File: config.mk
export PLATFORM = sky130hd
export DESIGN_NAME = lom_cmp
export DESIGN_NICKNAME = d
export VERILOG_FILES = /design/src/hdl/lom_pkg.sv /design/src/hdl/lom_cmp.sv
export SDC_FILE = /design/constraint.sdc
export NUM_CORES = 1
export LEC_CHECK = 0
export BUFFER_PORTS_ARGS = -buffer_cell sky130_fd_sc_hd__buf_4
export CAP_MARGIN = 15
export CORE_AREA = 2 2 129 131
export DETAILED_ROUTE_END_ITERATION = 16
export DIE_AREA = 0 0 131 133
export GPL_TIMING_DRIVEN = 0
export PLACE_DENSITY_LB_ADDON = 0.12
export SETUP_SLACK_MARGIN = 0.1
export SYNTH_ARGS = -nofsm -noshare
export SYNTH_HDL_FRONTEND = slang
export SYNTH_SLANG_ARGS = --single-unit
File: constraint.sdc
create_clock -name vclk -period 2.5
set_clock_uncertainty 0.2 [all_clocks]
set_input_delay 0.5 -clock vclk [all_inputs]
set_output_delay 0.5 -clock vclk [all_outputs]
set_load 0.1 [all_outputs]
File: src/hdl/lom_pkg.sv
// ----------------------------------------------------------------------------
// lom_pkg
// Shared types, constants and codes of the limit order matcher.
// ----------------------------------------------------------------------------
package lom_pkg;

  localparam int ORDER_SLOTS = 64;
  localparam int PRICE_BITS  = 24;
  localparam int QTY_BITS    = 20;
  localparam int ID_BITS     = 32;
  localparam int SEQ_BITS    = 32;
  localparam int SLOT_BITS   = $clog2(ORDER_SLOTS);
  localparam int MAX_TRADES  = 63;
  localparam int TCNT_BITS   = 6;
  // side, price, qty, id, seq packed in one word
  localparam int ENTRY_BITS  = 1 + PRICE_BITS + QTY_BITS + ID_BITS + SEQ_BITS;

  typedef enum logic [1:0] {
    ACT_ADD    = 2'd0,
    ACT_CANCEL = 2'd1,
    ACT_MODIFY = 2'd2,
    ACT_NONE   = 2'd3
  } action_t;

  typedef enum logic [1:0] {
    ST_OK      = 2'd0,
    ST_INVALID = 2'd1,
    ST_NOT_FND = 2'd2,
    ST_FULL    = 2'd3
  } status_t;

  localparam logic SIDE_BUY  = 1'b0;
  localparam logic SIDE_SELL = 1'b1;

  localparam logic KIND_TRADE = 1'b0;
  localparam logic KIND_ACK   = 1'b1;

  typedef struct packed {
    logic [1:0]            action;
    logic                  side;
    logic [PRICE_BITS-1:0] price;
    logic [QTY_BITS-1:0]   quantity;
    logic [ID_BITS-1:0]    order_id;
  } in_item_t;

  typedef struct packed {
    logic                  kind;
    logic [1:0]            status;
    logic [ID_BITS-1:0]    new_id;
    logic [PRICE_BITS-1:0] trade_price;
    logic [QTY_BITS-1:0]   trade_qty;
    logic [ID_BITS-1:0]    buy_id;
    logic [ID_BITS-1:0]    sell_id;
    logic                  last;
  } out_item_t;

  typedef struct packed {
    logic                  side;
    logic [PRICE_BITS-1:0] price;
    logic [QTY_BITS-1:0]   qty;
    logic [ID_BITS-1:0]    id;
    logic [SEQ_BITS-1:0]   seq;
  } entry_t;

  typedef enum logic [3:0] {
    S_IDLE,
    S_FIND_SCAN,
    S_FIND_LAST,
    S_ADD,
    S_BEST_SCAN,
    S_BEST_LAST,
    S_TRADE,
    S_UPD_BUY,
    S_UPD_SELL,
    S_ACK
  } state_t;

endpackage

File: src/hdl/lom_cmp.sv
// ----------------------------------------------------------------------------
// lom_cmp
// Shared compare unit: one slot against the running best bid and best ask.
// ----------------------------------------------------------------------------
module lom_cmp (
  input  logic              cand_ok,
  input  lom_pkg::entry_t   cand,
  input  logic              bid_ok,
  input  lom_pkg::entry_t   bid,
  input  logic              ask_ok,
  input  lom_pkg::entry_t   ask,
  output logic              take_bid,
  output logic              take_ask
);
  import lom_pkg::*;

  logic cand_buy;

  // price first, then earlier sequence on equal price
  always_comb begin
    cand_buy = (cand.side == SIDE_BUY);
    take_bid = cand_ok && cand_buy &&
               (!bid_ok || cand.price > bid.price ||
                (cand.price == bid.price && cand.seq < bid.seq));
    take_ask = cand_ok && !cand_buy &&
               (!ask_ok || cand.price < ask.price ||
                (cand.price == ask.price && cand.seq < ask.seq));
  end

endmodule

**Word-level counts from Yosys, hierarchy flattened**

Cells that the tools add are included.

- Flip-flop bits (word level): 0
- Input bits: 330
- Output and inout bits: 2

- Order comparisons: 4
- Equal/unequal tests: 2
- Bitwise gates (word level): 1
- Reduce and logical (&&, ||, !) cells: 12

Operator list:

| kind | number |
|---|---|
| $lt A32 B32 Y1 | 2 |
| $eq A24 B24 Y1 | 2 |
| $gt A24 B24 Y1 | 1 |
| $lt A24 B24 Y1 | 1 |
| $logic_and A1 B1 Y1 | 6 |
| $logic_or A1 B1 Y1 | 4 |
| $logic_not A1 Y1 | 2 |
| $not A1 Y1 | 1 |

**Logic depth before layout (Yosys ltp)**

- Word-level depth: 4
- Depth in mapped cells: 8
- Mapped depth without buffers: 8

**Worst setup path after synthesis**

No wires, ideal clock.

- Path kind: input -> output
- From: input bid[6] (netlist bit)
- To: output take_bid
- Arrival: 3.313 ns
- Path slack: -1.513 ns
- Stages: 8
- Path buffers: 0
- Cells stage by stage: inv_1 -> ha_1 -> a41o_1 -> a21oi_1 -> nor3_1 -> or4_1 -> a31o_1 -> a21oi_1

- Longest elaborated chain between the ends: 4

RTL lines:

| item | line | source |
|---|---|---|
| start: declaration | lom_cmp.sv:9 | `input lom_pkg::entry_t bid,` |
| $lt A32 B32 Y1 | lom_cmp.sv:24 | `(cand.price == bid.price && cand.seq < bid.seq));` |
| $logic_and A1 B1 Y1 | lom_cmp.sv:24 |  |
| $logic_or A1 B1 Y1 | lom_cmp.sv:23 | `(!bid_ok \|\| cand.price > bid.price \|\|` |
| $logic_and A1 B1 Y1 | lom_cmp.sv:22 | `take_bid = cand_ok && cand_buy &&` |
| end: declaration | lom_cmp.sv:12 | `output logic take_bid,` |

No other way between the ends.

**Final worst setup path**

- From: input ask[14] (netlist bit)
- To: output take_ask

- Longest elaborated chain between the ends: 4

RTL lines:

| item | line | source |
|---|---|---|
| start: declaration | lom_cmp.sv:11 | `input lom_pkg::entry_t ask,` |
| $lt A32 B32 Y1 | lom_cmp.sv:27 | `(cand.price == ask.price && cand.seq < ask.seq));` |
| $logic_and A1 B1 Y1 | lom_cmp.sv:27 |  |
| $logic_or A1 B1 Y1 | lom_cmp.sv:26 | `(!ask_ok \|\| cand.price < ask.price \|\|` |
| $logic_and A1 B1 Y1 | lom_cmp.sv:25 | `take_ask = cand_ok && !cand_buy &&` |
| end: declaration | lom_cmp.sv:13 | `output logic take_ask` |

No other way between the ends.

==> metrics <==
number of global-route vias before repair=3438; total congestion overflow=0; failing checks=setup timing; fill count=1780; Hold WC Path Type=in -> out; CP max FO=3; row cnt=47; Net Sw Frac=0.449; Leak=2.69 nW; Pwr Density=149 nW/um^2; Comb pwr share=1.000; share of the synthesized area in the top cell type=0.491; PortBufs=174; layout net count=1018; Critical Path RT=1.80 ns; max cap viols=0; Non-Filler Instances=796; syn_area_per_cell=7.10 sq um; clk_buf instances=0; NetSw=0.329 mW; worst hold start=cand[108]; RSZ-0062 raised after global routing=yes; Initial DRT Pass Iterations=4; Inst Count DP=789; final worst-path cycle share=1.26; Max Transition Viols Final=0; per-cell routed wire length=12.3 um; Mapped Area=2800 sq um; I/O pins=332; Cells after Synth=395; initial core utilization=0.173; WL final=9770 um; pin count of the biggest net entering global routing=5; Power Internal=0.404 mW; Clock power frac=0; synth unique cells=37; Critical path origin=ask[14]; hold buffer count at CTS=0; initial antenna violation count=0; f_max=0.317 GHz; die area=17400 sq um; routability cong.=0.787; Fin. Hold Viols=0; final core occ=0.304; n_diodes=0; Die H=133 um; worst vdd ir=48.7 uV; Register Area=0 sq um; routed vias=3273; status=finished with violations; DIE WIDTH=131 um; CP Data Arrival Time=2.45 ns; Slew headroom=0.685; DRC=0; layout cell share with drive strength beyond 1=0.405; setup slack after layout=-0.652 ns; Final ANT Viol Nets=0; Mapped Nets=835; Final setup viols=2; Crit Path Category=in -> out; Via-to-Cell Ratio=4.11; Slew @ Worst Pin=0.468 ns; HPWL after detailed placement=9320 um; first-pass GRT wire length=15700 um; Syn. warnings=0; Yosys top cell by area=ha_1; number of sequential cells=0; pre-CTS setup slack=-1.14 ns; most common cell after layout, fill and taps aside=buf_4; total global routing track utilization=0.108; Core Area=16200 sq um; Setup crit end kind=output pin; Seq/Total Area, Yosys=0; DRT iter0 DRCs=55; Setup crit start kind=input port; Tmin final=3.15 ns; Layout area overhead=75.6%; Seq pwr share=0; commonest cells after routing, fill and taps aside=buf_4 (166), inv_1 (102), ha_1 (93); synth top area cells=ha_1 (49%), inv_1 (15%), a21oi_1 (8.0%)
stage by stage:
| step | hold WS [ns] | cell area, sq um | total power [mW] | TNS, ns |
|---|---|---|---|---|
| after floorplan | 1.02 | 3040 | 0.352 | -0.964 |
| after global placement | 1.27 | 4620 | 0.681 | -2.23 |
| after detailed placement | 1.27 | 4620 | 0.689 | -2.23 |
| after CTS | 1.21 | 4830 | 0.733 | -1.39 |
| after global routing | 1.22 | 4920 | 0.839 | -1.48 |
| final | 1.21 | 4920 | 0.733 | -1.28 |
power groups by stage:
stage                     Clock, mW  Combinational (mW)  Sequential (mW)
final                             0               0.733                0
after global routing              0               0.839                0
after CTS                         0               0.733                0
after detailed placement          0               0.689                0
after global placement            0               0.681                0
after floorplan                   0               0.352                0
metal layers:
metal,global-route usage,up-vias,wire (um)
li1,-,1749,-
met1,0.141,1437,4180
met2,0.202,87,4960
met5,0,-,0
met4,0,0,0
met3,0.0117,0,629
timing repair:
action                                  CTS  global route
endpoints found under the setup margin    2             2
setup buffers                             5             2
gates resized for setup                  38            12
pin swaps                                19             9
synth_stat cells, types with 2 or more instances:
| cell type | number |
|---|---|
| and4_1 | 2 |
| nor2_1 | 6 |
| o21ai_0 | 18 |
| a21boi_0 | 2 |
| nand2b_1 | 3 |
| a21oi_1 | 45 |
| nand4_1 | 23 |
| a221oi_1 | 2 |
| o2111ai_1 | 2 |
| nor3_1 | 4 |
| ha_1 | 110 |
| o211ai_1 | 2 |
| nand3_1 | 10 |
| nor4_1 | 4 |
| nand2_1 | 21 |
| inv_1 | 114 |
| a21o_1 | 5 |
| nor2b_1 | 3 |
layout make-up:
| cell class | count | area, sq um | share of cell area |
|---|---|---|---|
| Inverter | 114 | 458 | 0.0930 |
| Tap cell | 220 | 275 | 0.0559 |
| Timing Repair Buffer | 181 | 1450 | 0.294 |
| Multi-Input combinational cell | 281 | 2740 | 0.557 |
worst paths after layout:
kind,endpoint,cells past startpoint
worst max-delay path,take_ask,10
worst min-delay path,take_ask,3
logic make-up after synthesis:
logic type | share of synthesized area
AO/OA/AOI/OAI | 0.191
adder cells (fa/ha/maj) | 0.491
buffers and inverters | 0.153
AND/OR/NAND/NOR | 0.165
worst max-delay path: stages:
cell and delay, ns:
buf_12 0.09, inv_12 0.03, ha_4 0.28, nand4_4 0.09, or4_4 0.54, a221oi_4 0.22, or4b_4 0.20, a221oi_4 0.07
o211a_4 0.26, buf_12 0.16
Power figures use the tool's default switching activity.
