File: config.mk
export PLATFORM = sky130hd
export DESIGN_NAME = lom_ram
export DESIGN_NICKNAME = d
export VERILOG_FILES = /design/src/hdl/lom_ram.sv
export SDC_FILE = /design/constraint.sdc
export NUM_CORES = 1
export LEC_CHECK = 0
export ABC_AREA = 1
export BUFFER_PORTS_ARGS = -buffer_cell sky130_fd_sc_hd__buf_2
export CAP_MARGIN = 10
export CELL_PAD_IN_SITES_DETAIL_PLACEMENT = 1
export CELL_PAD_IN_SITES_GLOBAL_PLACEMENT = 1
export CORE_ASPECT_RATIO = 0.5
export CORE_UTILIZATION = 40
export CTS_CLUSTER_SIZE = 24
export DETAILED_ROUTE_END_ITERATION = 10
export HOLD_SLACK_MARGIN = 0.05
export PLACE_DENSITY_LB_ADDON = 0.08
export REMOVE_ABC_BUFFERS = 1
export SYNTH_ARGS = -nofsm -noshare
export SYNTH_HDL_FRONTEND = slang
export SYNTH_SLANG_ARGS = --single-unit
File: constraint.sdc
create_clock -name clk -period 1.45 [get_ports clk]
set_clock_uncertainty 0.1 [all_clocks]
set_input_delay 0.0725 -clock clk [delete_from_list [all_inputs] [get_ports clk]]
set_output_delay 0.0725 -clock clk [all_outputs]
set_load 0.005 [all_outputs]
File: src/hdl/lom_ram.sv
// ----------------------------------------------------------------------------
// lom_ram
// Generic single-port-write, single-port-read RAM with registered read data.
// ----------------------------------------------------------------------------
module lom_ram #(
  parameter int WIDTH = 8,
  parameter int DEPTH = 16
) (
  input  logic                     clk,
  input  logic                     wr_en,
  input  logic [$clog2(DEPTH)-1:0] wr_addr,
  input  logic [WIDTH-1:0]         wr_data,
  input  logic [$clog2(DEPTH)-1:0] rd_addr,
  output logic [WIDTH-1:0]         rd_data
);

  logic [WIDTH-1:0] mem_r [DEPTH];
  logic [WIDTH-1:0] rd_data_r;

  // write port and registered read
  always_ff @(posedge clk) begin
    if (wr_en) begin
      mem_r[wr_addr] <= wr_data;
    end
    rd_data_r <= mem_r[rd_addr];
  end

  assign rd_data = rd_data_r;

endmodule

After elaboration in Yosys (flattened, before gate mapping):

Memory sizes are Yosys's and may differ from the RTL's. A register that Yosys moved wholly into a read port is not among the register bits.
Cells that the tools add are included.
Widths: inputs -> output; s select.

* $add $sub $neg: 0
* $mul: 0
* divide/modulo/power cells: 0
* magnitude comparators: 0
* equal/unequal tests: 0
* shifts and indexed selects: 0
* mux-type cells: 2
* bitwise logic cells: 0
* reduce and logical (&&, ||, !) cells: 0

Operators by type and width (count)
* $mux 1: 2

* bits in registers: 0
* bits in latches: 0
* memory bits (writable): 128
* ROM bits: 0
* input bits: 18
* output and inout bits: 8
* word-level logic and storage cells: 3
* memories kept: 1

Memory list
* mem_r: words 16, width 8, rd ports 1, clocked after Yosys merged registers in 1, write ports 1, RTL line 17 `logic [WIDTH-1:0] mem_r [DEPTH];`

Depth between registers and ports, before layout:

Gate-level depths: netlist of run 1.

* depth in word-level cells: 2
* depth in mapped cells: 8
* mapped depth without buffers: 7

Least setup slack after synthesis of run 1:

OpenSTA, ideal clock, no wires.

* path kind: input to register
* start: in wr_addr[2]
* end: mem mem_r[10][0] (enable)
* setup time: 0.370 ns
* arrival time: 0.653 ns
* data required time: 0.980 ns
* slack: 0.327 ns
* cell stages on the path: 2
* path through: nand3b_1 nor2_1

RTL lines
* start: declaration: RTL line 11 `input logic [$clog2(DEPTH)-1:0] wr_addr,`
* end: declaration: RTL line 17

No word-level cell before the write port.

==> metrics, run 1 <==
Worst setup EP type=flop; Initial Util=41.7%; largest net degree at the start of global routing=52; RSZ-0062 raised after global routing=false; Yosys top cell area share=66.7%; crit path buf inv count=1; Ant. Diodes=0; synthesized area=5770 um2; hold worst-path end=rd_data[7]; PwrDens=1390 nW/um2; worst r2r path cells=6; DRC violations left=0; register area=4000 um2; die area=14900 um2; Hold Path Depth=5; pins over their slew limit=0; initial antenna violation count=1; crit-path max FO=1; clock-pin slew on the worst setup and hold paths=60 ps; via count=3939; actual slew at the worst max-slew pin=458 ps; count leader, synth=nand2_1; Max stage delay on crit path=370 ps; htree depth=4; final critical-path share of the clock period=82.0%; CTS tree=built; Core Area=13800 um2; I/O pin count=26; row cnt=30; CP delay by family, top=simple AND/OR/NAND/NOR gates; antenna viol nets, final=0; number of I/O port buffers=25; top post-synthesis cells by count=nand2_1 (173), edfxtp_1 (128), inv_1 (100); post-layout minimum cycle time=1190 ps; setup_tns=0 ps; GRT Residual Overflow=0; Fillers=1538; Root Buffer=clkbuf_16; fmax=841 MHz; Synth Warn #=0; vias in the first global route=4051; dominant cell type by area after synthesis=edfxtp_1; final setup fails=0; crit-path cells=inv_1 -> nand2_1 -> nand3_1 -> nand3_1 -> nand3_1 -> nand2_1; post-CTS resize count=0; post-DP HPWL=9410 um; Yosys reg bits=136; sequential fraction of the synthesis area=69.4%; Crit Path Category=flop to flop; R2R Path End=rd_data[4]; router iterations before antenna repair=4; largest cells by area after synthesis=edfxtp_1 (67%), nand2_1 (11%), nand3_1 (8.4%), inv_1 (6.5%), dfxtp_1 (2.8%); P_leak=3.02 nW; Hold Crit Start=rd_addr[2]; Post-Syn Instances=551; gpl congestion=0.793; worst setup path start=mem_r[10][4]; Max stage delay cell, worst path=edfxtp_1; Die H=86.9 um; Worst Path Arrival=1380 ps; first-pass GRT wire length=23700 um; Final Hold Fails=0; Num CTS Buffers=17; r2r setup slk=260 ps; Worst Setup Start Kind=flop; final wirelength=15200 um; most frequent CP cell=nand3_1; drt wl/cell=18.8 um; area grow syn2layout=20.5%; Unique masters post-synth=12; MaxCap Viol Count=0; worst vdd ir=862 uV; Worst Path Required=1640 ps; clk_lat worst skew=420 ps; Clock Sinks=136; GRT Overall Usage=22.5%; Chip Width=172 um; DR iter-0 viols=278; syn avg cell area=10.5 um2; Multi-input gate area=1210 um2; ys async rst share=0%; status=completed; Max-Slew Margin vs Limit=69.4%; Total Nets Final=626; CTS max path bufs=2; reg2reg start=mem_r[10][4]; Post-synth EDFFs=128; Hold Slack=135 ps; share of cells above drive strength 1=13.9%; vias per cell=4.85; min-delay worst type=input pin to flop; Primary FF master, synth=edfxtp_1; Power Total=9.63 mW
## cell type report
class | instances | share of cell area (%)
Clock buffer | 17 | 6.12
Clock inverter | 14 | 2.84
Inverter | 102 | 5.51
Multi-Input combinational cell | 289 | 17.5
Sequential cell | 136 | 57.6
Tap cell | 192 | 3.46
Timing Repair Buffer | 62 | 7.02
## state kept, by name, summed over array words and instances, names as in the netlist
signal and flops:
mem_r 128, rd_data 8
## tightest hold or removal path, cell delays in order
cell	delay (ps)
buf_2	110
buf_4	210
nand3_1	110
nand3_1	60
nand2_1	60
## worst max-delay path by stage
stage               cells past startpoint    endpoint
global route                            6  rd_data[4]
finish                                  6  rd_data[4]
CTS                                     6  rd_data[4]
floorplan                               6  rd_data[2]
global placement                        7  rd_data[5]
detailed placement                      7  rd_data[5]
## where the power goes
| part | switching, mW | total [mW] | internal [mW] | leakage [nW] |
|---|---|---|---|---|
| combinational | 0.401 | 0.597 | 0.197 | 1.49 |
| sequential | 0.0300 | 4.42 | 4.39 | 1.22 |
| clock | 1.72 | 4.61 | 2.89 | 0.301 |
## kinds of logic (layout without fill, tap and decap cells)
logic type | count (synthesis) | after routing | share of synthesized area [%]
simple gates | 289 | 289 | 21.0
buf+inv | 126 | 195 | 9.52
flops | 136 | 136 | 69.4
## through the flow
stage	util [%]	instances	area, um2	setup WS [ps]
global route	50.3	812	6950	169
global placement	45.2	772	6240	61.0
CTS	50.3	812	6950	249
floorplan	-	527	5600	297
finish	50.3	812	6950	261
detailed placement	45.2	772	6240	4.75
## layer usage
layer,share of wire [%],global-route usage [%],up-vias
met1,50,32.8,1967
met3,5.4,3.86,11
met5,0,0,-
met4,0.97,7.40,0
li1,-,-,1890
met2,44,34.3,71
## timing repair
item / 4_1_cts / 5_1_grt
endpoints found under the hold margin: 133 / 0
hold buffers: 9 / 0
setup buffers: 0 / 0
## cells in the final DEF (no fill, tap or decap), drive strengths merged, types with 8 or more instances in the layout
cell type,Yosys,layout
edfxtp,128,128
nand2,173,173
nor2,17,17
buf,24,53
dfxtp,8,8
clkbuf,0,17
nand3,97,97
inv,102,106
dlygate4sd3,0,9
Note: power is estimated with default switching activity, not from simulation.
==> run 2, diff against run 1 <==
- clock period: 1.45 -> 1.1 ns (I/O delays scaled with it)
==> metrics, run 2 (synthesis results as in run 1) <==
Max stage delay on crit path=380 ps; GRT Overall Usage=22.3%; post-layout util=52.3%; largest net degree at the start of global routing=37; dpl ws=-183 ps; crit path buf inv count=1; routing usage on met1=32.4%; PwrDens=1760 nW/um2; initial antenna violation count=0; post-layout minimum cycle time=1090 ps; Total Nets Final=640; max reg flops=128; setup ws final=13.8 ps; drt wl/cell=18.5 um; Hold Slack=92.9 ps; Worst Path Required=940 ps; Num CTS Buffers=17; final critical-path share of the clock period=98.7%; CP delay by family, top=flip-flops; clk_lat worst skew=420 ps; Ant. Diodes=0; die area=14900 um2; actual slew at the worst max-slew pin=413 ps; DR iter-0 viols=213; router iterations before antenna repair=4; GRT Residual Overflow=0; final wirelength=15300 um; Max stage delay cell, worst path=dfxtp_2; Root Buffer=clkbuf_16; min-delay worst type=input pin to flop; Crit Path Category=flop to output pin; MaxCap Viol Count=0; post-CTS setup buffers=0; gpl congestion=0.768; area grow syn2layout=25.4%; Die H=86.9 um; GRT Max-Usage Layer=met2; I/O pin count=26; Worst setup EP type=output pin; Chip Width=172 um; Worst Path Arrival=930 ps; non-filler cells, final=827; crit-path max FO=1; first-pass GRT wire length=23300 um; Clock Sinks=136; final setup fails=0; crit-path cells=buf_2; M2 GR Usage=33.8%; most common cell after layout, fill and taps aside=nand2_1; Max-Slew Margin vs Limit=72.4%; number of I/O port buffers=25; Core Area=13800 um2; Worst Setup Start Kind=flop; CTS max path bufs=2; CTS tree=built; row cnt=30; worst vdd ir=906 uV; DRC violations left=0; Final Cell Area=7230 um2; vias in the first global route=4031; pins over their slew limit=0; highest-count cells in the layout ignoring fill and taps=nand2_1 (170), edfxtp_1 (128), inv_1 (99); post-DP HPWL=9740 um; setup_tns=0 ps; clock-pin slew on the worst setup and hold paths=60 ps; Initial Util=41.7%; P_leak=3.14 nW; via count=3914; antenna viol nets, final=0; status=completed; Power Total=12.7 mW; fmax=921 MHz; htree depth=4; vias per cell=4.73; Final Hold Fails=0; dpl cells=784; largest reg by FF count=mem_r; RSZ-0062 raised after global routing=true; placed inst area=6350 um2; met3 GRT Util=4.36%; share of cells above drive strength 1=20.0%; r2r setup slk=50 ps
-- run 2: worst paths after layout --
| path | startpoint | to | cells past startpoint |
|---|---|---|---|
| worst min register to register | mem_r[2][1] | rd_data[1] | 6 |
| worst max-delay path | rd_data[4] | rd_data[4] | 1 |
| worst max register to register | mem_r[13][4] | rd_data[4] | 6 |
| worst min-delay path | rd_addr[1] | rd_data[4] | 6 |
-- run 2: cell type report --
class                           instances  area (um2)
Sequential cell                       136        4010
Clock inverter                         13         179
Clock buffer                           19         433
Inverter                              102         383
Fill cell                            1557        6580
Tap cell                              192         240
Multi-Input combinational cell        289        1370
Timing Repair Buffer                   76         623
-- run 2: timing repair --
action                                 CTS  global route
endpoints found under the hold margin  136             0
gates resized for setup                  5            29
setup endpoints to repair                4             9
pin swaps                                0            10
hold buffers                            11             0
-- run 2: power by group --
part,internal [mW],leakage [nW],switching (mW)
clock,3.78,0.292,2.21
combinational,0.318,1.63,0.564
sequential,5.79,1.22,0.0420
total,9.89,3.14,2.82
-- run 2: per-layer routing --
metal  up-vias  wire length, um
li1       1918                -
met3        13              955
met5         -                0
met1      1904             7320
met2        79             6900
met4         0              164
